`src/rtl/core/wrpm_pkg.sv`:
```
// Shared constants, command and status types for the windowed RMS and peak meter.
`timescale 1ns / 1ps
`default_nettype none
package wrpm_pkg;

	localparam int RING_DEPTH  = 4096;
	localparam int SAMPLE_BITS = 24;
	localparam int AW          = $clog2(RING_DEPTH);
	localparam int LEN_W       = AW + 1;
	localparam int SQ_BITS     = 2 * SAMPLE_BITS;
	localparam int ACC_BITS    = SQ_BITS + AW + 1;
	localparam int DIV_CW      = $clog2(ACC_BITS + 1);
	localparam int NW          = $clog2(ACC_BITS);
	localparam int FRAC_BITS   = 20;
	localparam int MANT_BITS   = 31;
	localparam int DB_W        = 15;

	localparam logic signed [26:0] K_AMP = 27'sd39456604;
	localparam logic signed [26:0] K_POW = 27'sd19728302;
	localparam int FULL_PEAK = SAMPLE_BITS - 1;
	localparam int FULL_RMS  = 2 * (SAMPLE_BITS - 1);
	localparam logic signed [DB_W-1:0] DB_FLOOR = -15'sd10000;

	localparam logic FUNC_PUSH = 1'b0;
	localparam logic FUNC_MEAS = 1'b1;

	localparam logic REG_LEN = 1'b0;
	localparam logic REG_OFF = 1'b1;

	typedef struct packed {
		logic push;
		logic load;
		logic walk;
		logic div_start;
		logic db_start;
		logic db_sel_rms;
		logic floor;
		logic cap_rms;
		logic cap_peak;
	} cmd_t;

	typedef struct packed {
		logic len_zero;
		logic acc_done;
		logic div_done;
		logic db_done;
	} status_t;

endpackage
`default_nettype wire

```
`src/rtl/core/wrpm_ctrl.sv`:
```
// Sequencing state machine of the meter: push, window walk, divide and two dB conversions.
`timescale 1ns / 1ps
`default_nettype none
module wrpm_ctrl (
	input  wire logic            clk,
	input  wire logic            arst_n,
	input  wire logic            start,
	input  wire logic            func,
	input  wire wrpm_pkg::status_t st,
	output wrpm_pkg::cmd_t       cmd,
	output logic                 busy
);
	import wrpm_pkg::*;

	localparam logic [2:0] S_IDLE = 3'd0;
	localparam logic [2:0] S_WALK = 3'd1;
	localparam logic [2:0] S_DIV  = 3'd2;
	localparam logic [2:0] S_DBR  = 3'd3;
	localparam logic [2:0] S_DBP  = 3'd4;

	logic [2:0] state_q, state_d;

	always_ff @(posedge clk or negedge arst_n) begin
		if (!arst_n) begin
			state_q <= S_IDLE;
		end else begin
			state_q <= state_d;
		end
	end

	always_comb begin
		cmd     = '0;
		state_d = state_q;
		case (state_q)
			S_IDLE: begin
				if (start) begin
					if (func == FUNC_PUSH) begin
						cmd.push = 1'b1;
					end else if (st.len_zero) begin
						cmd.floor = 1'b1;
					end else begin
						cmd.load = 1'b1;
						state_d  = S_WALK;
					end
				end
			end
			S_WALK: begin
				cmd.walk = 1'b1;
				if (st.acc_done) begin
					cmd.div_start = 1'b1;
					state_d       = S_DIV;
				end
			end
			S_DIV: begin
				if (st.div_done) begin
					cmd.db_start   = 1'b1;
					cmd.db_sel_rms = 1'b1;
					state_d        = S_DBR;
				end
			end
			S_DBR: begin
				if (st.db_done) begin
					cmd.cap_rms  = 1'b1;
					cmd.db_start = 1'b1;
					state_d      = S_DBP;
				end
			end
			S_DBP: begin
				if (st.db_done) begin
					cmd.cap_peak = 1'b1;
					state_d      = S_IDLE;
				end
			end
			default: begin
				state_d = S_IDLE;
			end
		endcase
	end

	assign busy = (state_q != S_IDLE);

	a_one_entry_cmd: assert property (@(posedge clk) disable iff (!arst_n)
		$onehot0({cmd.push, cmd.load, cmd.floor}))
		else $error("more than one entry command at once");
	a_meas_busy: assert property (@(posedge clk) disable iff (!arst_n)
		start && !busy && func == FUNC_MEAS && !st.len_zero |=> busy)
		else $error("measurement did not start");
	a_peak_ends: assert property (@(posedge clk) disable iff (!arst_n)
		cmd.cap_peak |=> !busy)
		else $error("controller busy after final capture");
	a_push_idle: assert property (@(posedge clk) disable iff (!arst_n)
		cmd.push |-> !busy)
		else $error("push while busy");

endmodule
`default_nettype wire

```
`config.mk`:
```
export PLATFORM = sky130hd
export DESIGN_NAME = wrpm_ctrl
export DESIGN_NICKNAME = d
export VERILOG_FILES = /design/src/rtl/core/wrpm_pkg.sv /design/src/rtl/core/wrpm_ctrl.sv
export SDC_FILE = /design/constraint.sdc
export NUM_CORES = 1
export LEC_CHECK = 0
export BUFFER_PORTS_ARGS = -buffer_cell sky130_fd_sc_hd__buf_2
export CAP_MARGIN = 20
export CELL_PAD_IN_SITES_DETAIL_PLACEMENT = 0
export CELL_PAD_IN_SITES_GLOBAL_PLACEMENT = 1
export CORE_AREA = 2 2 39 41
export CTS_CLUSTER_DIAMETER = 60
export DETAILED_ROUTE_END_ITERATION = 6
export DIE_AREA = 0 0 41 43
export PLACE_DENSITY_LB_ADDON = 0.1
export SKIP_CTS_REPAIR_TIMING = 1
export SYNTH_ARGS = -nofsm -noshare
export SYNTH_HDL_FRONTEND = slang
export SYNTH_SLANG_ARGS = --single-unit
```
`constraint.sdc`:
```
create_clock -name clk -period 1.2 [get_ports clk]
set_input_delay 0.06 -clock clk [delete_from_list [all_inputs] [get_ports clk]]
set_output_delay 0.06 -clock clk [all_outputs]
set_load 0.05 [all_outputs]
```
-- Word-level counts from Yosys, hierarchy flattened
Index checks and enable logic that the tools add are counted.
- eq/ne operators: 11
- mux-type cells: 25
- reduce and logical (&&, ||, !) cells: 3
- operators with widths (kind ; count):
    $mux 3 ; 7
    $pmux 3 s5 ; 1
    $ne 2x2->1 const B ; 7
    $mux 1 ; 12
    $mux 2 ; 4
    $reduce_and 7->1 ; 1
    $eq 3x2->1 const B ; 2
    $eq 3x1->1 const B ; 1
    $eq 3x3->1 const B ; 1
    $logic_not 3->1 ; 1
    $reduce_bool 3->1 ; 1
    $pmux 1 s2 ; 1
- bits in registers: 3
- input bits: 8
- output and inout port bits: 10
- word-level logic and storage cells: 40

-- Logic depth before layout (Yosys ltp)
- depth in word-level cells: 4
- gate-level depth with buffers: 3
- gate-level depth less buffers: 2

-- Least setup slack after synthesis
No wires, ideal clock.
- path type: register -> output
- start: register state_q[1]
- end: output port cmd[0] (netlist bit)
- data arrival time: 2.115 ns
- required time: 1.140 ns
- setup slack: -0.975 ns
- cell stages (with the launch flop): 3
- path through: dfrtp_1 > clkbuf_1 > nor4bb_1
- RTL lines (element ; RTL line ; text):
    start, declared ; wrpm_ctrl.sv:21 ; logic [2:0] state_q, state_d;
    start signal, assigned ; wrpm_ctrl.sv:27 ; state_q <= state_d;
    end, declared ; wrpm_ctrl.sv:10 ; output wrpm_pkg::cmd_t cmd,

==> results by stage <==
Status:
- The flow ran to the end, but the final reports show violations.
- The checks that failed: setup timing.

Cells and area:
- From synthesis to final layout, the design area changed by 171%.
- The proportion of layout cells with a drive suffix above 1 is 0.803.
- Leaving out fill and tap cells, the most frequent cell in the layout is buf_6.
- The flip-flop count of the largest register after layout is 3.
- In the final layout, the registers with the most flip-flops are state_q: 3 flops.
- The final core utilization is 0.522.
- The filler cell count is 119.
- The count of antenna diodes in the layout is 0.
- The library cells used most frequently in the layout, excluding fill and tap cells, are buf_6, buf_2, buf_4, clkbuf_4.
- Ranked by flip-flop count, first place goes to state_q.
- The count of nets after finishing is 70.

Drt:
- The post-detailed-route via-to-cell ratio is 4.57.
- The count of nets left with antenna violations once routing finished came out at 0.
- The total detailed-routing wirelength is 1.05 mm.
- In this run, the number of DRC markers left after iteration 0 of detailed routing was 0.
- For this run, the detailed router's first-pass iteration total came to 1.
- The via total after detailed routing is 352.
- For this run, design rule violations remaining after detail routing come to 0.
- After detailed routing, the average wire length per cell comes to 13.6 µm.

Power and ir drop:
- Of the total power, the clock network draws 0.094.
- The worst voltage drop across the vdd grid is 0.00130 V.
- The sequential cell fraction of total power is 0.092.
- The internal portion of the total power is 1.03 mW.
- The overall power is 1.95 mW.
- For this design the total switching power over the nets is 0.924 mW.
- In this run the power density over the cells is 2700 nW/µm².
- The portion of total power attributed to combinational logic is 0.813.
- The static leakage is 0.321 nW.
- The switching share of power is 0.474.

STA:
- The highest achievable clock rate is 607 MHz.
- For the pin with the worst max-slew slack, the measured transition is 0.274 ns.
- The worst-case headroom to the max-slew limit is 0.817.
- In the post-route analysis, the smallest setup slack over all paths is -0.447 ns.
- The maximum clock skew at final layout is 0.00274 ns.
- The count of final max-slew check failures was 0.
- The number of hold violations in the final report was 0.
- Setup repair after global routing could not meet its margin everywhere.
- In the finished design, the share of the clock period the worst path needs comes to 1.37.
- The post-layout minimum cycle time is 1.65 ns.
- Setup violations remaining at the end of the flow were counted as 12.

Place:
- The number of port buffers is 17.
- Summed over all nets, the half-perimeter wirelength after detailed placement is 622 µm.
- Before CTS, the worst setup slack after placement is -0.281 ns.
- The congestion estimate from routability-driven global placement came to 0.624.

Critical path:
- The kind of start point of the critical path is a flip-flop.
- The data required time of the worst path is 1.14 ns.
- The number of cells on the worst reg-to-reg path is 4.
- The maximum fanout count along the critical path is 2.
- The slowest library cell on the worst path is or4b_4.
- The startpoint identified for the worst register-to-register timing path is state_q[1].
- The worst register-to-register path ends at state_q[0].
- The signal on the critical path passes through or4b_4 > nor3b_4 > buf_6.
- The worst setup path is of the flip-flop to output port kind.
- At the worst endpoint, the arrival time is 1.59 ns.
- The number of buffers and inverters on the critical path is 1.
- The cell count along the critical path is 3.
- The worst-case register-to-register setup slack is -0.09 ns.
- The category of cells accounting for the largest share of critical-path delay is simple AND/OR/NAND/NOR gates.
- The worst stage delay on the critical path is 0.58 ns.
- The worst setup path startpoint is state_q[0].
- The termination of the worst setup path is cmd[7].
- The worst setup path is captured at an output port.

Clock tree:
- TritonCTS created 3 clock buffers.
- The cell at the root of the clock tree is clkbuf_4.
- The CTS tree is yes.
- The tree built by TritonCTS fans out to 3 sinks.
- The register clock-pin slew on the reported worst setup and hold paths is 0.04 ns.
- The latest clock arrival within the worst-skew pair is 0.24 ns.
- The number of H-tree branching levels is 1.
- The maximum root-to-sink buffer count is 2.

Synthesis:
- During synthesis, Yosys emitted a total of 0 warnings.
- The synthesized instance count is 30.
- The number of different library cells used by synthesis comes to 22.
- The area of the mapped netlist is 267 µm².
- Of the synthesized area, sequential elements account for 0.282.
- The mean instance size in the synthesized netlist is 8.88 µm².
- The number of nets in the synthesized netlist is 38.
- The synthesized design contains 3 register bits.

Global route:
- The global routing usage summed across all routing layers is 0.102.
- The via count of the first global-routing pass is 292.
- The largest net degree at the start of global routing is 13.
- The initial antenna violation count came to 0.
- After global routing the overflow that remains totals 0.
- The wire length of the first global-routing pass is 1.17 mm.

Die:
- The die is 41 µm wide.
- The die covers 1760 µm².
- The starting density of the core is 0.193.
- The count of pins on the block boundary is 18.
- The total number of placement rows is 14.
- The die is 43 µm tall.
- In this run the standard cell core region covers 1380 µm².

Job:
- Across the run, the number of max-cap violations was 0.

Min path:
- The path category of the worst min-delay check is input pin to async pin.
-- layout make-up --
type,instances,area [µm²],share of cell area
clock buffers,4,26.3,0.0364
flip-flops and latches,3,75.1,0.104
multi-input cells,23,305,0.423
repair buffers,30,292,0.404
well taps,16,20.0,0.0277
inverters,1,3.75,0.00520
-- worst min-delay path by stage --
stage,end,slack [ns],cells past startpoint
finish,state_q[0],0.14,2
global route,state_q[2],0.16,2
CTS,state_q[0],-0.40,1
detailed placement,state_q[2],-0.14,1
global placement,state_q[2],-0.14,1
floorplan,state_q[0],-0.24,0
-- cells in the mapped netlist --
cell,instances,area [µm²]
nor2_1,3,11.3
nand4b_1,1,8.76
nor3b_2,1,12.5
nand4bb_1,1,11.3
dfrtp_1,3,75.1
a21bo_2,1,10.0
o31ai_1,1,7.51
or4b_1,1,10.0
a21oi_1,2,10.0
clkbuf_1,2,7.51
nand2_1,3,11.3
nor3_1,1,5.00
or3_1,1,6.26
nand2b_1,1,6.26
inv_1,1,3.75
or4b_4,1,13.8
nor3b_1,1,7.51
mux2_2,1,11.3
a221oi_1,1,8.76
nand3b_1,1,7.51
nor4bb_1,1,10.0
buf_6,1,11.3
-- power groups by stage --
stage	sequential [mW]	combinational [mW]	clock [mW]
floorplan	0.169	0.780	0
global placement	0.163	0.950	0
detailed placement	0.168	0.951	0
CTS	0.168	0.957	0.191
global route	0.182	1.67	0.197
finish	0.180	1.59	0.184
-- metrics by stage --
stage	cell area (µm²)	cells	hold WS, ns	setup TNS [ns]
floorplan	333	30	-0.236	-1.51
global placement	442	64	-0.144	-0.652
detailed placement	442	64	-0.144	-0.854
CTS	468	68	-0.399	-3.31
global route	722	77	0.156	-3.41
finish	722	77	0.139	-2.94
-- cell families after synthesis --
kind of cell	synth area share
and+or+nand+nor	0.455
AOI/OAI and AO/OA	0.136
buffers and inverters	0.0845
DFF	0.282
muxes	0.0423
-- layer usage --
layer  part of all wire  GRT usage
met2               0.55      0.150
met5                  0          0
met1               0.37      0.113
met3              0.052     0.0314
met4              0.020     0.0800
Note: power is estimated with default switching activity, not from simulation.
