===== config.mk =====
export PLATFORM = sky130hd
export DESIGN_NAME = wrpm_db
export DESIGN_NICKNAME = d
export VERILOG_FILES = /design/src/rtl/core/wrpm_pkg.sv /design/src/rtl/core/wrpm_db.sv
export SDC_FILE = /design/constraint.sdc
export NUM_CORES = 2
export LEC_CHECK = 0
export BUFFER_PORTS_ARGS = -buffer_cell sky130_fd_sc_hd__buf_2
export CAP_MARGIN = 0
export CORE_ASPECT_RATIO = 0.7
export CORE_MARGIN = 2
export CORE_UTILIZATION = 40
export CTS_CLUSTER_SIZE = 8
export DETAILED_ROUTE_END_ITERATION = 12
export PLACE_DENSITY = 0.55
export SLEW_MARGIN = 5
export SYNTH_ARGS = -nofsm -noshare
export SYNTH_HDL_FRONTEND = slang
export SYNTH_SLANG_ARGS = --single-unit

===== constraint.sdc =====
create_clock -name clk -period 26.1 [get_ports clk]
set_input_delay 5.22 -clock clk [delete_from_list [all_inputs] [get_ports clk]]
set_output_delay 5.22 -clock clk [all_outputs]
set_load 0.05 [all_outputs]

===== src/rtl/core/wrpm_pkg.sv =====
// Shared constants, command and status types for the windowed RMS and peak meter.
`timescale 1ns / 1ps
`default_nettype none
package wrpm_pkg;

	localparam int RING_DEPTH  = 4096;
	localparam int SAMPLE_BITS = 24;
	localparam int AW          = $clog2(RING_DEPTH);
	localparam int LEN_W       = AW + 1;
	localparam int SQ_BITS     = 2 * SAMPLE_BITS;
	localparam int ACC_BITS    = SQ_BITS + AW + 1;
	localparam int DIV_CW      = $clog2(ACC_BITS + 1);
	localparam int NW          = $clog2(ACC_BITS);
	localparam int FRAC_BITS   = 20;
	localparam int MANT_BITS   = 31;
	localparam int DB_W        = 15;

	localparam logic signed [26:0] K_AMP = 27'sd39456604;
	localparam logic signed [26:0] K_POW = 27'sd19728302;
	localparam int FULL_PEAK = SAMPLE_BITS - 1;
	localparam int FULL_RMS  = 2 * (SAMPLE_BITS - 1);
	localparam logic signed [DB_W-1:0] DB_FLOOR = -15'sd10000;

	localparam logic FUNC_PUSH = 1'b0;
	localparam logic FUNC_MEAS = 1'b1;

	localparam logic REG_LEN = 1'b0;
	localparam logic REG_OFF = 1'b1;

	typedef struct packed {
		logic push;
		logic load;
		logic walk;
		logic div_start;
		logic db_start;
		logic db_sel_rms;
		logic floor;
		logic cap_rms;
		logic cap_peak;
	} cmd_t;

	typedef struct packed {
		logic len_zero;
		logic acc_done;
		logic div_done;
		logic db_done;
	} status_t;

endpackage
`default_nettype wire


===== src/rtl/core/wrpm_db.sv =====
// Level to hundredths of dB: normalise, log2 by repeated squaring, scale, round, clamp.
`timescale 1ns / 1ps
`default_nettype none
module wrpm_db (
	input  wire logic                             clk,
	input  wire logic                             arst_n,
	input  wire logic                             start,
	input  wire logic                             sel_rms,
	input  wire logic [wrpm_pkg::ACC_BITS-1:0]    mean,
	input  wire logic [wrpm_pkg::SAMPLE_BITS-1:0] peak,
	output logic                                  done,
	output logic signed [wrpm_pkg::DB_W-1:0]      res
);
	import wrpm_pkg::*;

	localparam logic [2:0] D_IDLE = 3'd0;
	localparam logic [2:0] D_NORM = 3'd1;
	localparam logic [2:0] D_MUL  = 3'd2;
	localparam logic [2:0] D_SQ   = 3'd3;
	localparam logic [2:0] D_SCL  = 3'd4;
	localparam logic [2:0] D_RND  = 3'd5;

	logic [2:0]              state_q;
	logic [ACC_BITS-1:0]     x_q, opnd;
	logic [NW-1:0]           n_q;
	logic [MANT_BITS-1:0]    y_q;
	logic [2*MANT_BITS-1:0]  p_q;
	logic [FRAC_BITS-1:0]    f_q;
	logic [4:0]              it_q;
	logic                    sel_q, done_q;
	logic signed [54:0]      prod_q, v;
	logic signed [27:0]      rel;
	logic signed [18:0]      r;
	logic [MANT_BITS:0]      t;
	logic signed [DB_W-1:0]  res_q;

	assign opnd = sel_rms ? mean : ACC_BITS'(peak);
	assign t    = p_q[2*MANT_BITS-1:MANT_BITS-1];
	assign rel  = $signed({2'b00, n_q, f_q})
		- (sel_q ? 28'sd0 + (28'(FULL_RMS) << FRAC_BITS) : (28'(FULL_PEAK) << FRAC_BITS));
	assign v    = prod_q + (55'sd1 <<< 35);
	assign r    = 19'(v >>> 36);

	always_ff @(posedge clk or negedge arst_n) begin
		if (!arst_n) begin
			state_q <= D_IDLE;
			done_q  <= 1'b0;
			it_q    <= '0;
		end else begin
			done_q <= 1'b0;
			case (state_q)
				D_IDLE: begin
					if (start) begin
						state_q <= (opnd == '0) ? D_IDLE : D_NORM;
						done_q  <= (opnd == '0);
					end
				end
				D_NORM: begin
					if (x_q[ACC_BITS-1]) begin
						state_q <= D_MUL;
						it_q    <= '0;
					end
				end
				D_MUL: begin
					state_q <= D_SQ;
				end
				D_SQ: begin
					it_q    <= it_q + 1'b1;
					state_q <= (it_q == 5'(FRAC_BITS - 1)) ? D_SCL : D_MUL;
				end
				D_SCL: begin
					state_q <= D_RND;
				end
				D_RND: begin
					state_q <= D_IDLE;
					done_q  <= 1'b1;
				end
				default: begin
					state_q <= D_IDLE;
				end
			endcase
		end
	end

	always_ff @(posedge clk) begin
		case (state_q)
			D_IDLE: begin
				if (start) begin
					x_q   <= opnd;
					n_q   <= NW'(ACC_BITS - 1);
					sel_q <= sel_rms;
					res_q <= DB_FLOOR;
				end
			end
			D_NORM: begin
				if (x_q[ACC_BITS-1]) begin
					y_q <= x_q[ACC_BITS-1 -: MANT_BITS];
					f_q <= '0;
				end else begin
					x_q <= {x_q[ACC_BITS-2:0], 1'b0};
					n_q <= n_q - 1'b1;
				end
			end
			D_MUL: begin
				p_q <= y_q * y_q;
			end
			D_SQ: begin
				if (t[MANT_BITS]) begin
					y_q <= t[MANT_BITS:1];
					f_q <= {f_q[FRAC_BITS-2:0], 1'b1};
				end else begin
					y_q <= t[MANT_BITS-1:0];
					f_q <= {f_q[FRAC_BITS-2:0], 1'b0};
				end
			end
			D_SCL: begin
				prod_q <= rel * (sel_q ? K_POW : K_AMP);
			end
			D_RND: begin
				if (r < -19'sd10000) begin
					res_q <= DB_FLOOR;
				end else if (r > 19'sd0) begin
					res_q <= '0;
				end else begin
					res_q <= r[DB_W-1:0];
				end
			end
			default: begin
			end
		endcase
	end

	assign done = done_q;
	assign res  = res_q;

endmodule
`default_nettype wire


* Word level (Yosys, flattened, before mapping)
Cells that the tools add are included.
Operators by class: add/subtract/negate cells 4, multipliers 2, magnitude comparators 2, equal/unequal tests 9, mux-type cells 28, reduce and logical (&&, ||, !) cells 11
Operators by type and width (number):
- $mux 61 | 3
- $pmux 61 s2 | 1
- $mul 31x31->62 | 1
- $mux 31 | 2
- $pmux 31 s2 | 1
- $logic_not 61->1 | 1
- $add 55x37->55 const B | 1
- $mul 27x27->54 | 1
- $mux 26 | 2
- $mux 15 | 3
- $pmux 20 s2 | 1
- $pmux 15 s2 | 1
- $sub 26x26->27 | 1
- $mux 20 | 1
- $gt 19x1->1 const B | 1
- $lt 19x15->1 const B | 1
- $pmux 3 s5 | 1
- $mux 6 | 2
- $pmux 6 s2 | 1
- $pmux 5 s2 | 1
- $reduce_and 2->1 | 5
- $mux 3 | 3
- $eq 3x2->1 const B | 2
- $eq 3x3->1 const B | 2
- 11 further kinds | 17
Word-level totals: register bits after elaboration 260, input port bits 89, word-level logic and storage cells 68

* Depth between registers and ports, before layout
word-level depth 5, depth in mapped cells 35, mapped depth without buffers 33

* Least setup slack after synthesis
OpenSTA, ideal clock, no wires.
path type reg-to-reg, from register sel_q, to register prod_q[45], data pin, library setup time 0.258 ns, arrival time 8.775 ns, path slack 17.067 ns, cell stages (with the launch flop) 32, path buffers 1, cell sequence edfxtp_1 inv_1 clkbuf_1 ha_1 inv_1 ha_1 a31oi_1 nor2b_1 o21ai_0 nand2b_1 clkinv_1 nand2_1 ha_1 inv_1 xnor2_1 fa_1 fa_1 fa_1 fa_1 fa_1 inv_1 fa_1 inv_1 ha_1 a2111o_1 a21oi_1 o32ai_1 or4_4 a31oi_2 nor2b_1 a31oi_1 xnor2_1
On the way: cells in the longest elaborated chain, start to end 3, elaborated cells between the ends (all ways) 4, those cells by class add/sub (1); mul (1); mux (2)
Ends and longest elaborated chain:
- start, declared | RTL line wrpm_db.sv:30 | logic sel_q, done_q;
- start signal, assigned | RTL line wrpm_db.sv:91 | sel_q <= sel_rms;
- $mux 26 | RTL line wrpm_db.sv:40 | - (sel_q ? 28'sd0 + (28'(FULL_RMS) << FRAC_BITS) : (28'(FULL_PEAK) << FRAC_BITS));
- $sub 26x26->27 | RTL line wrpm_db.sv:40
- $mul 27x27->54 (*) | RTL line wrpm_db.sv:117 | prod_q <= rel * (sel_q ? K_POW : K_AMP);
- end signal, assigned | RTL line wrpm_db.sv:117
- end, declared | RTL line wrpm_db.sv:31 | logic signed [54:0] prod_q, v;
Every way passes the cells marked *; elsewhere a longest branch is shown, timed or not. A chain may end at the register's enable or synchronous reset.

* Final worst setup path
Ends and elaborated chain as after synthesis.

==> run summary <==
The post-synthesis cell type with the largest combined area is fa_1. By count the netlist is led by 1,734 x inv_1, 1,261 x fa_1, 497 x ha_1. The effective utilization at floorplan is 0.402.

The synthesized area per cell came out at 9.82 µm². The global-route usage over all layers came out at 0.221. CTS built an H-tree with a depth of 4. The final cycle utilization of the critical path came out at 0.408. Of the total synthesized cell area, the portion taken by full adders, half adders and majority gates is 0.590. The width of the die came out at 441 µm. STA classifies the critical path endpoint as a flop. In the post-synthesis netlist, the biggest area contributors are fa_1 47%, inv_1 12%, ha_1 12%. The cell with the biggest individual delay on the critical path is o32ai_1. In this run, placement finished with an instance count of 7,271. After synthesis, the largest family of logic cells by area is adder cells.

Measured on the finished design, the core utilization comes to 0.427. The share of the synthesized area in the top cell type came out at 0.473. For this run, the leading register cell type out of synthesis is edfxtp_1. The setup-violating endpoint count in the final report came out at 0. The number of cells on the worst reg-to-reg path came out at 33. Data on the critical path is required at its endpoint by 26,340 ps. The data arrival time of the critical path came out at 10,900 ps. The final weighted congestion in routability-driven placement came out at 0.927.

The first routing iteration left 2,394 violations. The core region area came out at 133,000 µm². The Yosys warning count came out at 0.

For this run, the register share of the synthesized area comes to 0.108. The path with the worst hold slack has its endpoint at it_q[3]. The number of optimization iterations in the first detailed-route pass came out at 6. The clock sink total is 194. The initial antenna violation count is 35. The hold violation count in the final report came out at 0. Setup repair after global routing left no endpoint under its margin.

The number of nets in the layout came out at 7,370. For the pin with the worst max-slew slack, the measured transition is 1150 ps. The flow ran to the end, and the final reports show no timing, DRC or antenna violations. The number of buffers inserted by hold repair at cts is 0. Synthesis produced a netlist whose cell count is 5,431.

The estimated wirelength of the detail-placed design is 120,000 µm. The final antenna-violating net count came out at 0. The non-filler instance count after layout is 7,316. The cell area reported after detailed placement is 56,200 µm². TritonCTS built the clock tree. The number of top-level pins is 105. The cell with the most instances on the worst path is fa_1. The beginning of the worst hold path is it_q[3]. The worst setup path is of the flop to flop kind. The final wirelength is 143,000 µm.

The share of synthesized registers carrying an async set or reset came out at 0.0464. The synthesis-to-finish area growth came out at 6.43%. The reg2reg setup slack is 15,440 ps. STA classifies the critical path startpoint as a flop. Using the TritonRoute via totals, the vias-per-cell ratio works out to 4.82. The worst path needs 10,660 ps of the cycle, external delays included. The area of all placed cells without fillers came out at 56,800 µm². Between clock sinks in the finished design, the worst skew comes to 15.3 ps. The vias after detailed routing is 35,300.

The post-cts sizing count is 0. The final number of max-transition violations came to 0. The summed instance area of the synthesized netlist came out at 53,400 µm².

The number of buffer cells added on primary ports is 104. The remaining design rule violation count came out at 0. In this run, CTS created clock tree buffers numbering 17. The worst flop-to-flop path endpoint is prod_q[45]. The first global-routing pass estimated 227,000 µm of wire. The clock-pin transition on the worst setup and hold timing paths came out at 80 ps. For the worst-skew pair, the clock arrives at the later sink with an insertion delay of 500 ps. The layout cell share with drive strength beyond 1 came out at 0.0403. In this run the tightest slew margin relative to its limit is 0.236. The worst hold path stage count is 1. The netlist uses 82 different library cells. The number of violations of the max-capacitance limit came out at 0. The largest buffer count on any clock path is 2. The synthesized design contains 185 enable-type register cells. The die is 310 µm tall.

The buffer cell driving the clock tree root is clkbuf_16. On the worst path, the slowest cell contributes a delay of 760 ps. In this run the critical register-to-register path is launched from sel_q.

Of the total synthesized cell area, the portion taken by AND, OR, NAND and NOR gates is 0.0992. Of the total synthesized cell area, the portion taken by XOR and XNOR cells is 0.0177. In this run the core area contains 112 standard-cell rows. Summed over all failing endpoints, the final setup total negative slack is 0 ps. The area of the die is 136,000 µm².

In this run the worst hold path is classified as flop to flop. The maximum clock frequency came out at 0.0938 GHz. The largest fanout on the critical path came out at 34. After synthesis, the share of cell area in mux cells is 0.0116. The total congestion overflow came out at 0. The via count of the first global-routing pass is 38,200. The post-CTS setup repair buffer count is 0. The register bit count reported by yosys came out at 194. After detailed routing, the average wire length per cell comes to 19.6 µm. Entering global routing, the biggest net connects 90 pins.

The area fraction in compound gates after synthesis is 0.0402. Yosys instantiated no cell more often than inv_1.
==> routing by layer <==
metal / GRT usage / vias to the layer above / part of all wire
met5: 0 / - / 0.00019
met4: 0.0459 / 4 / 0.021
met3: 0.0281 / 135 / 0.054
met2: 0.335 / 859 / 0.44
met1: 0.339 / 18100 / 0.48
li1: - / 16200 / -
==> stage by stage <==
| stage | setup slack (ps) | hold WS (ps) |
|---|---|---|
| floorplan | 17070 | 468 |
| global placement | 15820 | 512 |
| detailed placement | 15560 | 518 |
| CTS | 15510 | 530 |
| global route | 14810 | 548 |
| finish | 15440 | 541 |
==> worst max-delay path by stage <==
stage | endpoint | start | cells after the start
after floorplan | prod_q[45] | sel_q | 31
after global placement | prod_q[45] | sel_q | 32
after detailed placement | prod_q[45] | sel_q | 32
after CTS | prod_q[45] | sel_q | 32
after global routing | prod_q[45] | sel_q | 32
final | prod_q[45] | sel_q | 33
==> sequential cells by signal, summed over array words and instances (netlist names) <==
| signal | cells |
|---|---|
| done | 1 |
| f_q | 20 |
| it_q | 5 |
| n_q | 6 |
| p_q | 32 |
| prod_q | 19 |
| res | 15 |
| sel_q | 1 |
| state_q | 3 |
| x_q | 61 |
| y_q | 31 |
==> critical path, delay by kind of cell, from the launching register on <==
kind | cells | cell delay (ps)
buf+inv | 8 | 1330
flops | 1 | 370
fa+ha+maj | 10 | 4570
xor+xnor | 2 | 880
simple gates | 8 | 1570
compound gates | 5 | 1640
==> cell type report <==
| type | count | area, µm² |
|---|---|---|
| fill | 13000 | 76100 |
| multi-input combinational | 3427 | 40800 |
| inverter | 1736 | 6520 |
| sequential | 194 | 5780 |
| tap | 1767 | 2210 |
| timing repair buffer | 147 | 846 |
| clock buffer | 18 | 429 |
| clock inverter | 14 | 161 |
| antenna | 13 | 32.5 |
==> cells by family (layout without fill, tap and decap cells) <==
family / after synthesis / count (layout)
buf+inv: 1890 / 1915
fa+ha+maj: 1758 / 1758
simple gates: 1073 / 1073
compound gates: 346 / 346
flops: 194 / 194
xor+xnor: 107 / 107
mux: 61 / 61
other cells: 2 / 95
==> cells in the final DEF (no fill, tap or decap), drive strengths merged, types with 13 or more instances in the layout <==
master / instances
a21o: 38
a21oi: 91
a31oi: 14
and2: 209
and3: 14
buf: 147
clkbuf: 18
conb: 82
diode: 13
edfxtp: 185
fa: 1261
ha: 497
inv: 1743
mux2i: 57
nand2: 482
nand3: 62
nand3b: 62
nand4: 25
nor2: 124
nor2b: 15
nor3: 19
nor4: 20
o21ai: 120
xnor2: 75
xor2: 32
Power is left out: the tool's default activity adds up to more than one toggle a clock period on the data nets, which glitch-free logic cannot reach.
