<file path="src/rtl/core/wrpm_pkg.sv">
// Shared constants, command and status types for the windowed RMS and peak meter.
`timescale 1ns / 1ps
`default_nettype none
package wrpm_pkg;

	localparam int RING_DEPTH  = 4096;
	localparam int SAMPLE_BITS = 24;
	localparam int AW          = $clog2(RING_DEPTH);
	localparam int LEN_W       = AW + 1;
	localparam int SQ_BITS     = 2 * SAMPLE_BITS;
	localparam int ACC_BITS    = SQ_BITS + AW + 1;
	localparam int DIV_CW      = $clog2(ACC_BITS + 1);
	localparam int NW          = $clog2(ACC_BITS);
	localparam int FRAC_BITS   = 20;
	localparam int MANT_BITS   = 31;
	localparam int DB_W        = 15;

	localparam logic signed [26:0] K_AMP = 27'sd39456604;
	localparam logic signed [26:0] K_POW = 27'sd19728302;
	localparam int FULL_PEAK = SAMPLE_BITS - 1;
	localparam int FULL_RMS  = 2 * (SAMPLE_BITS - 1);
	localparam logic signed [DB_W-1:0] DB_FLOOR = -15'sd10000;

	localparam logic FUNC_PUSH = 1'b0;
	localparam logic FUNC_MEAS = 1'b1;

	localparam logic REG_LEN = 1'b0;
	localparam logic REG_OFF = 1'b1;

	typedef struct packed {
		logic push;
		logic load;
		logic walk;
		logic div_start;
		logic db_start;
		logic db_sel_rms;
		logic floor;
		logic cap_rms;
		logic cap_peak;
	} cmd_t;

	typedef struct packed {
		logic len_zero;
		logic acc_done;
		logic div_done;
		logic db_done;
	} status_t;

endpackage
`default_nettype wire

</file>
<file path="src/rtl/core/wrpm_div.sv">
// Restoring divider, one quotient bit per cycle, for the mean square.
`timescale 1ns / 1ps
`default_nettype none
module wrpm_div (
	input  wire logic                          clk,
	input  wire logic                          arst_n,
	input  wire logic                          start,
	input  wire logic [wrpm_pkg::ACC_BITS-1:0] dividend,
	input  wire logic [wrpm_pkg::LEN_W-1:0]    divisor,
	output logic                               done,
	output logic [wrpm_pkg::ACC_BITS-1:0]      quot
);
	import wrpm_pkg::*;

	logic [ACC_BITS-1:0] quo_q;
	logic [LEN_W-1:0]    rem_q;
	logic [LEN_W-1:0]    dvs_q;
	logic [DIV_CW-1:0]   cnt_q;
	logic                run_q, done_q;
	logic [LEN_W:0]      rem_sh, rem_sub;
	logic                ge;

	assign rem_sh  = {rem_q, quo_q[ACC_BITS-1]};
	assign ge      = rem_sh >= {1'b0, dvs_q};
	assign rem_sub = rem_sh - {1'b0, dvs_q};

	always_ff @(posedge clk or negedge arst_n) begin
		if (!arst_n) begin
			run_q  <= 1'b0;
			done_q <= 1'b0;
			cnt_q  <= '0;
		end else begin
			done_q <= 1'b0;
			if (start) begin
				run_q <= 1'b1;
				cnt_q <= DIV_CW'(ACC_BITS);
			end else if (run_q) begin
				cnt_q <= cnt_q - 1'b1;
				if (cnt_q == DIV_CW'(1)) begin
					run_q  <= 1'b0;
					done_q <= 1'b1;
				end
			end
		end
	end

	always_ff @(posedge clk) begin
		if (start) begin
			quo_q <= dividend;
			rem_q <= '0;
			dvs_q <= divisor;
		end else if (run_q) begin
			quo_q <= {quo_q[ACC_BITS-2:0], ge};
			rem_q <= ge ? rem_sub[LEN_W-1:0] : rem_sh[LEN_W-1:0];
		end
	end

	assign done = done_q;
	assign quot = quo_q;

endmodule
`default_nettype wire

</file>
<file path="config.mk">
export PLATFORM = sky130hd
export DESIGN_NAME = wrpm_div
export DESIGN_NICKNAME = d
export VERILOG_FILES = /design/src/rtl/core/wrpm_pkg.sv /design/src/rtl/core/wrpm_div.sv
export SDC_FILE = /design/constraint.sdc
export NUM_CORES = 1
export LEC_CHECK = 0
export BUFFER_PORTS_ARGS = -buffer_cell sky130_fd_sc_hd__buf_2
export CAP_MARGIN = 0
export CORE_ASPECT_RATIO = 0.6
export CORE_UTILIZATION = 52
export CTS_CLUSTER_SIZE = 14
export DETAILED_ROUTE_END_ITERATION = 7
export HOLD_SLACK_MARGIN = 0.08
export PLACE_DENSITY = 0.78
export SYNTH_ARGS = -nofsm -noshare
export SYNTH_HDL_FRONTEND = slang
export SYNTH_SLANG_ARGS = --single-unit
</file>
<file path="constraint.sdc">
create_clock -name clk -period 3.2 [get_ports clk]
set_input_delay 0.48 -clock clk [delete_from_list [all_inputs] [get_ports clk]]
set_output_delay 0.48 -clock clk [all_outputs]
set_load 0.1 [all_outputs]
</file>
==> Yosys cells after proc, flatten, opt, wreduce, memory -nomap -nowiden <==
Index checks and enable logic that the tools add are counted.
{ "totals": {"mem_count": 0, "wordCells": 22, "regBits": 95, "latch_bits": 0, "mem_bits_rw": 0, "output_inout_bits": 62, "rom_bits": 0} }
{ "classes": {"n_eq_ne": 1, "shift": 0, "mul": 0, "bitwise_logic": 0, "n_reduce_logical": 1, "n_mux": 11, "addsub": 2, "n_div": 0, "order_cmp": 1} }
{ "op_table": {"columns": ["cell", "n"], "rows": [
  ["two-way mux 61 bit", 2],
  [">= comparator 14 x 13 -> 1 bit", 1],
  ["two-way mux 13 bit", 1],
  ["subtractor 13 bit", 1],
  ["two-way mux 6 bit", 2],
  ["equality test 6 x 1 -> 1 bit, second input constant", 1],
  ["two-way mux 1 bit", 6],
  ["subtractor 6 x 1 -> 6 bit, second input constant", 1],
  ["nonzero test 2 bit", 1]
]} }

==> Logic depth before layout (Yosys ltp) <==
Gate-level depths: netlist of run 1.
{ "depth": {"ltp_word": 4, "mapped_depth": 11, "ltp_nobuf": 10} }

==> Least setup slack after synthesis of run 1 <==
No wires, ideal clock.
{ "synth_timing": {"path_type": "register to register", "from": "reg quo_q[60], in the netlist quot[60]", "to": "reg quo_q[0], in the netlist quot[0], data pin", "path_slack_ns": 0.286, "period_less_slack_ns": 2.914, "setup_time_ns": 0.260, "stages_incl_launch_ff": 11, "path_buffers": 0, "arrival_ns": 2.655, "path_cell_list": "edfxtp_1 > inv_1 > ha_1 > inv_1 > fa_1 > a211oi_1 > o21ai_1 > a21oi_2 > a21o_1 > nand2_1 > mux2_2"} }
{ "synth_via": {"elab_chain_len": 3} }
{ "synth_rtl": {"columns": ["element", "line", "text"], "rows": [
  ["start: declaration", "wrpm_div.sv:15", "logic [ACC_BITS-1:0] quo_q;"],
  ["start signal: assignment", "wrpm_div.sv:49", "quo_q <= dividend;"],
  ["start signal: assignment", "wrpm_div.sv:53", "quo_q <= {quo_q[ACC_BITS-2:0], ge};"],
  [">= comparator 14 x 13 -> 1 bit", "wrpm_div.sv:24", "assign ge = rem_sh >= {1'b0, dvs_q};"],
  ["two-way mux 61 bit", "wrpm_div.sv:52", "end else if (run_q) begin"],
  ["two-way mux 61 bit", "wrpm_div.sv:48", "if (start) begin"]
]} }
Every way passes these cells. The select of a mux whose other input is x is not followed.
A chain may end at the register's enable or synchronous reset.

==> Final worst setup path of run 1 <==
Same ends and word-level chain as after synthesis.

==> impl_metrics.tcl, run 1 <==
set metrics [dict create \
    drv_cap 0 \
    drive_above_1_share_pct 47.8 \
    ys_warn_count 0 \
    tightest_slew_ps 534 \
    tns_ps 0 \
    start_kind "flip-flop" \
    ctsHoldBuffers 1 \
    clk_pin_slew_ps 70 \
    htree_levels 3 \
    synth.avg_cell_area_um2 13.4 \
    leakage_nw 2.50 \
    critical_path.most_common_cell "inv_1" \
    pin_count 139 \
    synth_fa_ha_area_share_pct 4.37 \
    synthesis.nets 447 \
    synth-seq-area-share_pct 56.4 \
    synthXorXnorAreaFrac_pct 2.39 \
    setup_viol 0 \
    core_area_mm2 0.00869 \
    cp_slowest_cell "fa_1" \
    port_buffers 138 \
    cp_max_fo 8 \
    critPathMaxStageDelay_ps 410 \
    post_drt_wl_per_cell_um 17.2 \
    clock_sinks 95 \
    drc 5 \
    slew_headroom_pct 64.4 \
    synth_edf_count 74 \
    dieArea_mm2 0.00954 \
    reg2reg_slack_ps 370 \
    synthTopCellsByCount "74 x edfxtp_1, 61 x mux2_2, 19 x inv_1" \
    grt_pass1_vias 3214 \
    crit_path_cell_trace "inv_1 > ha_1 > inv_1 > fa_1 > a211oi_1 > o21ai_1 > a21oi_2 > a21o_1 > nand2_1 > mux2_2" \
    ir_drop_uv 453 \
    vias 3378 \
    finalNonFillerCells 608 \
    synth-simple-area-share_pct 7.95 \
    clkLatencyLatePin_ps 350 \
    ys.flop_type "edfxtp_1" \
    grt_pass1_wl_um 16400 \
    die_h_um 76.1 \
    r2r-start "quot[60]" \
    vias_per_cell 5.56 \
    postRouteAntennaNets 0 \
    fin_crit_sh_pct 88.3 \
    gp_congestion 0.846 \
    grt_use_total_pct 22.5 \
    rsz0062_at_grt "no" \
    ff2ff_path_depth 10 \
    cts_root_buffer "clkbuf_16" \
    cts_buffers 9 \
    path_class "flip-flop to flip-flop" \
    status "complete, but fails checks" \
    hold_depth 1 \
    yosysTopAreaCellShare_pct 46.7 \
    clk_path_buf_depth 2 \
    synth_cells 354 \
    synth_area_leaders "edfxtp_1 47%, mux2_2 14%, dfxtp_1 5.5%" \
    die_w_um 125 \
    yosys.area.top_type "edfxtp_1" \
    synth.most_common_cell "edfxtp_1" \
    drt-initial-drc-count 294 \
    antenna_cells 0 \
    final_net_count 584 \
    finClkSkew_ps 6.53 \
    fmax_ghz 0.354 \
    synthArstFlopShare_pct 8.42 \
    finalCriticalPeriod_ps 2830 \
    antenna_found_initial 0 \
    arrival_ps 2920 \
    synth_compound_area_share_pct 9.47 \
    syn_to_final_growth_pct 22.5 \
    r2r-end "quot[0]" \
    ys_ff_latch 95 \
    violations "design-rule violations" \
    post_cts_buffers 0 \
    muxShareOfSynthArea_pct 14.9 \
    hold_violations 0 \
    fillers 641 \
    startpoint "quot[60]" \
    floorplan.initialDensity_pct 54.7 \
    placedCellCount 591 \
    wirelength_um 10400 \
    grt_max_degree 62 \
    post-dp-hpwl_um 7440 \
    firstDrtPassIters 7 \
    crit_required_ps 3300 \
    synth_cell_types 60 \
    drv_slew 0 \
    min_to "dvs_q[9]" \
    synth_area_mm2 0.00475 \
    overflow 0 \
    hold_class "input port to flip-flop" \
    cts_tree "yes" \
    cts_resized 0 \
    synth_top_family_by_area "multiplexers" \
    power_density_mw_per_mm2 809 \
    hold_start "divisor[9]" \
    row_count 26 \
    cp-end-kind "flip-flop" \
]
registers in the layout, indices dropped and copies added, names as in the netlist:
register  flops
quot         61
dvs_q        13
rem_q        13
cnt_q         6
done          1
run_q         1
layout make-up:
class	count	area [µm²]	share of cell area (%)
inverters	20	75.1	1.29
clock inverters	7	85.1	1.46
clock buffers	9	225	3.87
flip-flops and latches	95	2680	46.0
well taps	112	140	2.41
multi-input cells	220	1860	31.9
repair buffers	145	761	13.1
metal layers:
layer	up-vias	GRT usage, %	part of all wire, %
met4	0	7.20	1.6
li1	1610	-	-
met2	152	33.7	45
met5	-	0	0
met1	1603	30.9	45
met3	13	7.58	8.1
report_power, final:
| part | switching, mW | internal [mW] | total [mW] |
|---|---|---|---|
| combinational | 1.33 | 0.595 | 1.92 |
| clock | 0.501 | 0.624 | 1.13 |
| sequential | 0.135 | 1.53 | 1.66 |
| total | 1.96 | 2.75 | 4.71 |
cell usage in the layout (no fill, tap or decap), drive strengths merged, types with 3 or more instances in the layout:
| cell type | count |
|---|---|
| a211oi | 3 |
| buf | 144 |
| a21oi | 11 |
| mux2 | 61 |
| xnor2 | 8 |
| and3 | 3 |
| dfrtp | 8 |
| nor2 | 18 |
| nand3 | 15 |
| or3 | 3 |
| nor3 | 4 |
| inv | 24 |
| xor2 | 5 |
| nand2 | 12 |
| o21ai | 13 |
| edfxtp | 74 |
| a311oi | 12 |
| clkbuf | 9 |
| a21o | 5 |
| dfxtp | 13 |
| ha | 15 |
worst max path at each step:
stage | cells after the start | endpoint
floorplan | 10 | quot[0]
global placement | 10 | quot[0]
detailed placement | 10 | quot[0]
CTS | 10 | quot[0]
global route | 11 | rem_q[10]
finish | 10 | quot[0]
critical path, delay by kind of cell, from the launching register on:
family,cells,cell delay [ps]
compound gates,4,1010
fa+ha+maj,2,580
buf+inv,2,140
flops,1,400
mux,1,280
simple gates,1,160
cells by family after synthesis:
| kind of cell | count (synthesis) |
|---|---|
| muxes | 63 |
| AOI/OAI and AO/OA | 58 |
| xor gates and xnor gates | 13 |
| and+or+nand+nor | 70 |
| buffers and inverters | 39 |
| adders and majority gates | 16 |
| DFF | 95 |
through the flow:
stage	total power, mW	instance area, µm²	util [%]	hold WS, ps	setup WS (ps)
final	4.71	5830	67.1	304	375
after global routing	4.91	5830	67.1	292	173
after CTS	4.71	5830	67.1	290	411
after detailed placement	3.58	5510	63.4	335	422
after global placement	3.53	5510	63.4	334	601
after floorplan	3.24	4750	-	184	286
Note: power is estimated with default switching activity, not from simulation.
==> run 2, diff against run 1 <==
CORE_ASPECT_RATIO = 1.75   (was 0.6)
PLACE_DENSITY = 0.85   (was 0.78)
==> run 2 against run 1 <==
  * The flow now finishes without violations
  * Register-to-register slack better by 90 ps
  * Non-clock buffer count fell by 1
  * Hold slack better by 3.7 ps
  * Count of clock-buffer cells in the layout rose by 1
==> impl_metrics.tcl, run 2 (synthesis gave the netlist of run 1 again) <==
set metrics [dict create \
    status "complete, no violations" \
    placedCellCount 595 \
    grt_pass1_wl_um 17600 \
    mostFrequentLayoutCell "buf_2" \
    antenna_found_initial 0 \
    syn_to_final_growth_pct 21.8 \
    seqPwrFrac_pct 36.0 \
    final_cell_mix "137 x buf_2, 74 x edfxtp_1, 61 x mux2_2" \
    critical_path.most_common_cell "inv_1" \
    finClkSkew_ps 5.82 \
    drv_cap 0 \
    antenna_cells 0 \
    drt-initial-drc-count 167 \
    die_w_um 74.3 \
    post-dp-hpwl_um 7900 \
    slew_headroom_pct 48.7 \
    ir_drop_uv 651 \
    overflow 0 \
    critPathMaxStageDelay_ps 420 \
    vias 3450 \
    cp-end-kind "flip-flop" \
    leakage_nw 2.48 \
    dieArea_mm2 0.00954 \
    switching_share_pct 41.4 \
    power_density_mw_per_mm2 799 \
    p_clk_share_pct 22.9 \
    arrival_ps 2830 \
    clk_path_buf_depth 2 \
    cts_buffers 9 \
    postRouteAntennaNets 0 \
    p_comb_share_pct 41.1 \
    row_count 45 \
    fmax_ghz 0.366 \
    switchingPower_mw 1.91 \
    crit_path_cell_trace "inv_1 > ha_1 > inv_1 > fa_1 > a211oi_1 > o21ai_1 > a21oi_2 > a21o_1 > buf_4 > nand2_1 > mux2_2" \
    cts_tree "yes" \
    grt_max_degree 62 \
    pin_count 139 \
    htree_levels 3 \
    drv_slew 0 \
    fin_crit_sh_pct 85.3 \
    fin_ws_ps 469 \
    clk_pin_slew_ps 70 \
    firstDrtPassIters 4 \
    hold_violations 0 \
    cp_max_fo 14 \
    vias_per_cell 5.64 \
    drc 0 \
    p_int_mw 2.71 \
    cp_slowest_cell "fa_1" \
    floorplan.initialDensity_pct 54.1 \
    crit_required_ps 3300 \
    pre_cts_slack_ps 496 \
    cts_resized 0 \
    hold_class "input port to flip-flop" \
    core_area_mm2 0.00878 \
    clock_sinks 95 \
    largest_reg_flops 61 \
    start_kind "flip-flop" \
    utilization_pct 65.9 \
    finalNonFillerCells 612 \
    drive_above_1_share_pct 47.5 \
    path_class "flip-flop to flip-flop" \
    grt_pass1_vias 3782 \
    final_net_count 583 \
    tightest_slew_ps 769 \
    wirelength_um 11200 \
    tns_ps 0 \
    cts_root_buffer "clkbuf_16" \
    die_h_um 128 \
    rsz0062_at_grt "no" \
    port_buffers 138 \
    clkLatencyLatePin_ps 340 \
    grt_use_total_pct 25.2 \
    gp_congestion 0.891 \
    finalCriticalPeriod_ps 2730 \
    setup_viol 0 \
    post_drt_wl_per_cell_um 18.2 \
]
## run 2: changes by cell type in the layout (fill, tap and decap cells not counted)
cell / before / now
clkinv_2: 0 / 3
buf_12: 1 / 0
inv_6: 4 / 0
inv_8: 1 / 0
clkbuf_1: 0 / 1
clkinvlp_4: 0 / 1
## run 2: metrics by stage
stage	hold WS, ps	power [mW]	instance area, µm²
after floorplan	184	3.24	4750
after global placement	327	3.51	5490
after detailed placement	330	3.56	5490
after CTS	300	4.63	5790
after global routing	295	4.82	5790
final	308	4.63	5790
## run 2: area by class of cell
class | count | area [µm²]
fillers | 680 | 2990
well taps | 117 | 146
inverters | 20 | 75.1
multi-input cells | 220 | 1860
clock inverters | 6 | 61.3
flip-flops and latches | 95 | 2680
repair buffers | 144 | 741
clock buffers | 10 | 229
## run 2: critical path: cells and delay by family (launching register included)
family | cells | cell delay, ps
compound gates | 4 | 760
fa+ha+maj | 2 | 590
buf+inv | 3 | 350
flops | 1 | 370
mux | 1 | 300
simple gates | 1 | 130
## run 2: final timing paths
kind	from	to	slack (ps)	cells past startpoint
max in group asynchronous	arst_n	cnt_q[2]	2520	2
min in group asynchronous	arst_n	cnt_q[3]	510	2
max	quot[60]	quot[0]	470	11
min	divisor[8]	dvs_q[8]	310	1
max reg2reg	quot[60]	quot[0]	470	11
min reg2reg	rem_q[7]	rem_q[7]	510	2
## run 2: what timing repair did
item / CTS / global route
setup buffers: 0 / 0
endpoints found under the hold margin: 8 / 0
hold buffers: 1 / 0
## run 2: power groups by stage
stage | clock network [mW] | logic, mW | registers [mW]
after floorplan | 0 | 0.925 | 2.32
after global placement | 0 | 1.83 | 1.68
after detailed placement | 0 | 1.87 | 1.69
after CTS | 1.07 | 1.90 | 1.66
after global routing | 1.12 | 2.01 | 1.68
final | 1.06 | 1.90 | 1.67
## run 2: routing by layer
layer  GRT usage [%]  vias to the layer above  wire (µm)
met2            44.2                      140       6020
met5               0                        -          0
met3            8.22                       24        760
met1            26.7                     1677       4060
met4            11.9                        0        315
li1                -                     1609          -
==> run 3, diff against run 2 <==
ABC_AREA = 1   (was unset)
CORE_UTILIZATION = 53   (was 52)
PLACE_DENSITY = 0.86   (was 0.85)
==> run 3 against run 2 <==
  * Flip-flop and latch count unchanged
  * Clock skew is 1.7 ps lower
  * Setup slack improved by 300 ps
  * Core utilization up 1.3 points
  * Critical path depth rose by 2
  * Maximum frequency is 13% higher
  * Global-route usage increased by 3.6 points
  * First-iteration DRC count grew 46%
  * Routed wire length is 20% higher
  * Clock power up 13%
  * Via count grew 28%
  * Critical path type unchanged
==> impl_metrics.tcl, run 3 <==
set metrics [dict create \
    cp-end-kind "flip-flop" \
    synth_area_mm2 0.00493 \
    grt_pass1_wl_um 20400 \
    hold_class "input port to flip-flop" \
    final_net_count 809 \
    start_kind "flip-flop" \
    gp_congestion 0.903 \
    tightest_slew_ps 1130 \
    clock_sinks 95 \
    antenna_cells 0 \
    cts_buffers 9 \
    synth_cell_types 32 \
    ys_ff_latch 95 \
    cts_resized 0 \
    mostFrequentLayoutCell "nand2_1" \
    htree_levels 3 \
    vias 4431 \
    pre_cts_slack_ps 790 \
    pin_count 139 \
    fin_crit_sh_pct 75.9 \
    cts_tree "yes" \
    row_count 46 \
    crit_path_cell_trace "inv_1 > ha_1 > inv_1 > fa_1 > nand2_1 > nand2_1 > nand3_1 > nand2_1 > nand2_2 > nand3_4 > nand2_1 > nand3_1 > o21ai_1" \
    post-dp-hpwl_um 9730 \
    antenna_found_initial 0 \
    post_cts_buffers 0 \
    largest_reg_flops 61 \
    clk_path_buf_depth 2 \
    clkLatencyLatePin_ps 340 \
    floorplan.initialDensity_pct 54.6 \
    grt_max_degree 51 \
    fin_total_pwr_mw 4.85 \
    fin_ws_ps 772 \
    rsz0062_at_grt "no" \
    wirelength_um 13300 \
    syn_to_final_growth_pct 23.2 \
    die_w_um 74.9 \
    leakage_nw 3.22 \
    critical_path.most_common_cell "nand2_1" \
    post_drt_wl_per_cell_um 15.9 \
    path_class "flip-flop to flip-flop" \
    tns_ps 0 \
    drv_cap 0 \
    postRouteAntennaNets 0 \
    synth_edf_count 74 \
    grt_pass1_vias 4436 \
    core_area_mm2 0.00904 \
    grt_use_total_pct 28.8 \
    drt-initial-drc-count 243 \
    final_cell_mix "271 x nand2_1, 138 x buf_2, 74 x edfxtp_1" \
    yosysTopAreaCellShare_pct 45.1 \
    overflow 0 \
    arrival_ps 2700 \
    synth_area_leaders "edfxtp_1 45%, nand2_1 21%, dfxtp_1 5.3%" \
    firstDrtPassIters 5 \
    synth.avg_cell_area_um2 8.50 \
    setup_viol 0 \
    dieArea_mm2 0.00971 \
    finalCriticalPeriod_ps 2430 \
    crit_required_ps 3470 \
    drive_above_1_share_pct 26.8 \
    synthesis.nets 673 \
    ys.flop_type "edfxtp_1" \
    finClkSkew_ps 4.10 \
    slew_headroom_pct 24.3 \
    placedCellCount 824 \
    status "complete, no violations" \
    synth_cells 580 \
    ys_warn_count 0 \
    ir_drop_uv 618 \
    drv_slew 0 \
    hold_violations 0 \
    drc 0 \
    cp_slowest_cell "fa_1" \
    finalNonFillerCells 841 \
    crit_family "simple AND/OR/NAND/NOR gates" \
    synthTopCellsByCount "271 x nand2_1, 74 x edfxtp_1, 64 x inv_1" \
    clk_pin_slew_ps 70 \
    critPathMaxStageDelay_ps 450 \
    crit_buf_inv 2 \
    ctsHoldBuffers 1 \
    synthArstFlopShare_pct 8.42 \
    power_density_mw_per_mm2 800 \
    cp_max_fo 15 \
    synth.most_common_cell "nand2_1" \
    fmax_ghz 0.412 \
    die_h_um 130 \
    synth-seq-area-share_pct 54.4 \
    port_buffers 138 \
    vias_per_cell 5.27 \
    cts_root_buffer "clkbuf_16" \
    yosys.area.top_type "edfxtp_1" \
]
[run 3: changes by cell type after synthesis, moves of 5 or more]
| cell | delta |
|---|---|
| a311oi_1 | -8 |
| inv_1 | +45 |
| inv_2 | +8 |
| mux2_2 | -61 |
| nand2_1 | +259 |
| nand2_2 | +9 |
| nand3_1 | +10 |
| nand3_2 | +5 |
| nand4_1 | +17 |
| o21ai_1 | -5 |
| xnor2_1 | -5 |
[run 3: layout make-up]
type / instances / area (µm²)
clock buffer: 11 / 264
fill: 662 / 2960
inverter: 72 / 270
clock inverter: 5 / 76.3
multi-input combinational: 393 / 1870
timing repair buffer: 145 / 758
sequential: 95 / 2680
tap: 120 / 150
[run 3: worst reg2reg max path: cells and delay by family (launching register included)]
family | cells | cell delay [ps]
simple gates | 8 | 1100
fa+ha+maj | 2 | 590
flops | 1 | 380
buf+inv | 2 | 160
compound gates | 1 | 130
[run 3: cell families (layout without fill, tap and decap cells)]
group                    Yosys count  in the layout  share of synthesized area [%]
AO/OA/AOI/OAI                     18             18                           2.21
AND/OR/NAND/NOR                  353            353                           30.5
flip-flops                        95             95                           54.4
XOR/XNOR                           6              6                           1.07
adder cells (fa/ha/maj)           16             16                           4.21
buffers and inverters             92            233                           7.64
[run 3: power breakdown]
part           switching (mW)  leakage, nW  total (mW)  internal (mW)
Combinational            1.48         2.06        2.01          0.527
Clock                   0.453        0.171        1.20          0.751
Sequential              0.123        0.990        1.64           1.52
[run 3: final timing paths]
check | end | cells after the start | startpoint | slack, ps
worst max register to register | rem_q[0] | 13 | quot[60] | 770
worst min register to register | rem_q[1] | 2 | rem_q[1] | 480
worst min-delay path | dvs_q[4] | 1 | divisor[4] | 310
worst max-delay path | rem_q[0] | 13 | quot[60] | 770
min in group asynchronous | done | 2 | arst_n | 510
max in group asynchronous | run_q | 2 | arst_n | 2520
[run 3: per-stage QoR]
stage | utilization [%] | instance area, µm² | hold slack, ps
finish | 67.2 | 6070 | 311
CTS | 67.2 | 6070 | 305
global route | 67.2 | 6070 | 301
global placement | 63.3 | 5720 | 328
floorplan | - | 4930 | 184
detailed placement | 63.3 | 5720 | 331
[run 3: per-layer routing]
layer	vias up	routed length [µm]	GRT usage (%)
met5	-	0	0
met4	0	743	18.4
met3	52	925	6.14
met2	210	7170	51.6
met1	2057	4500	29.3
li1	2112	-	-
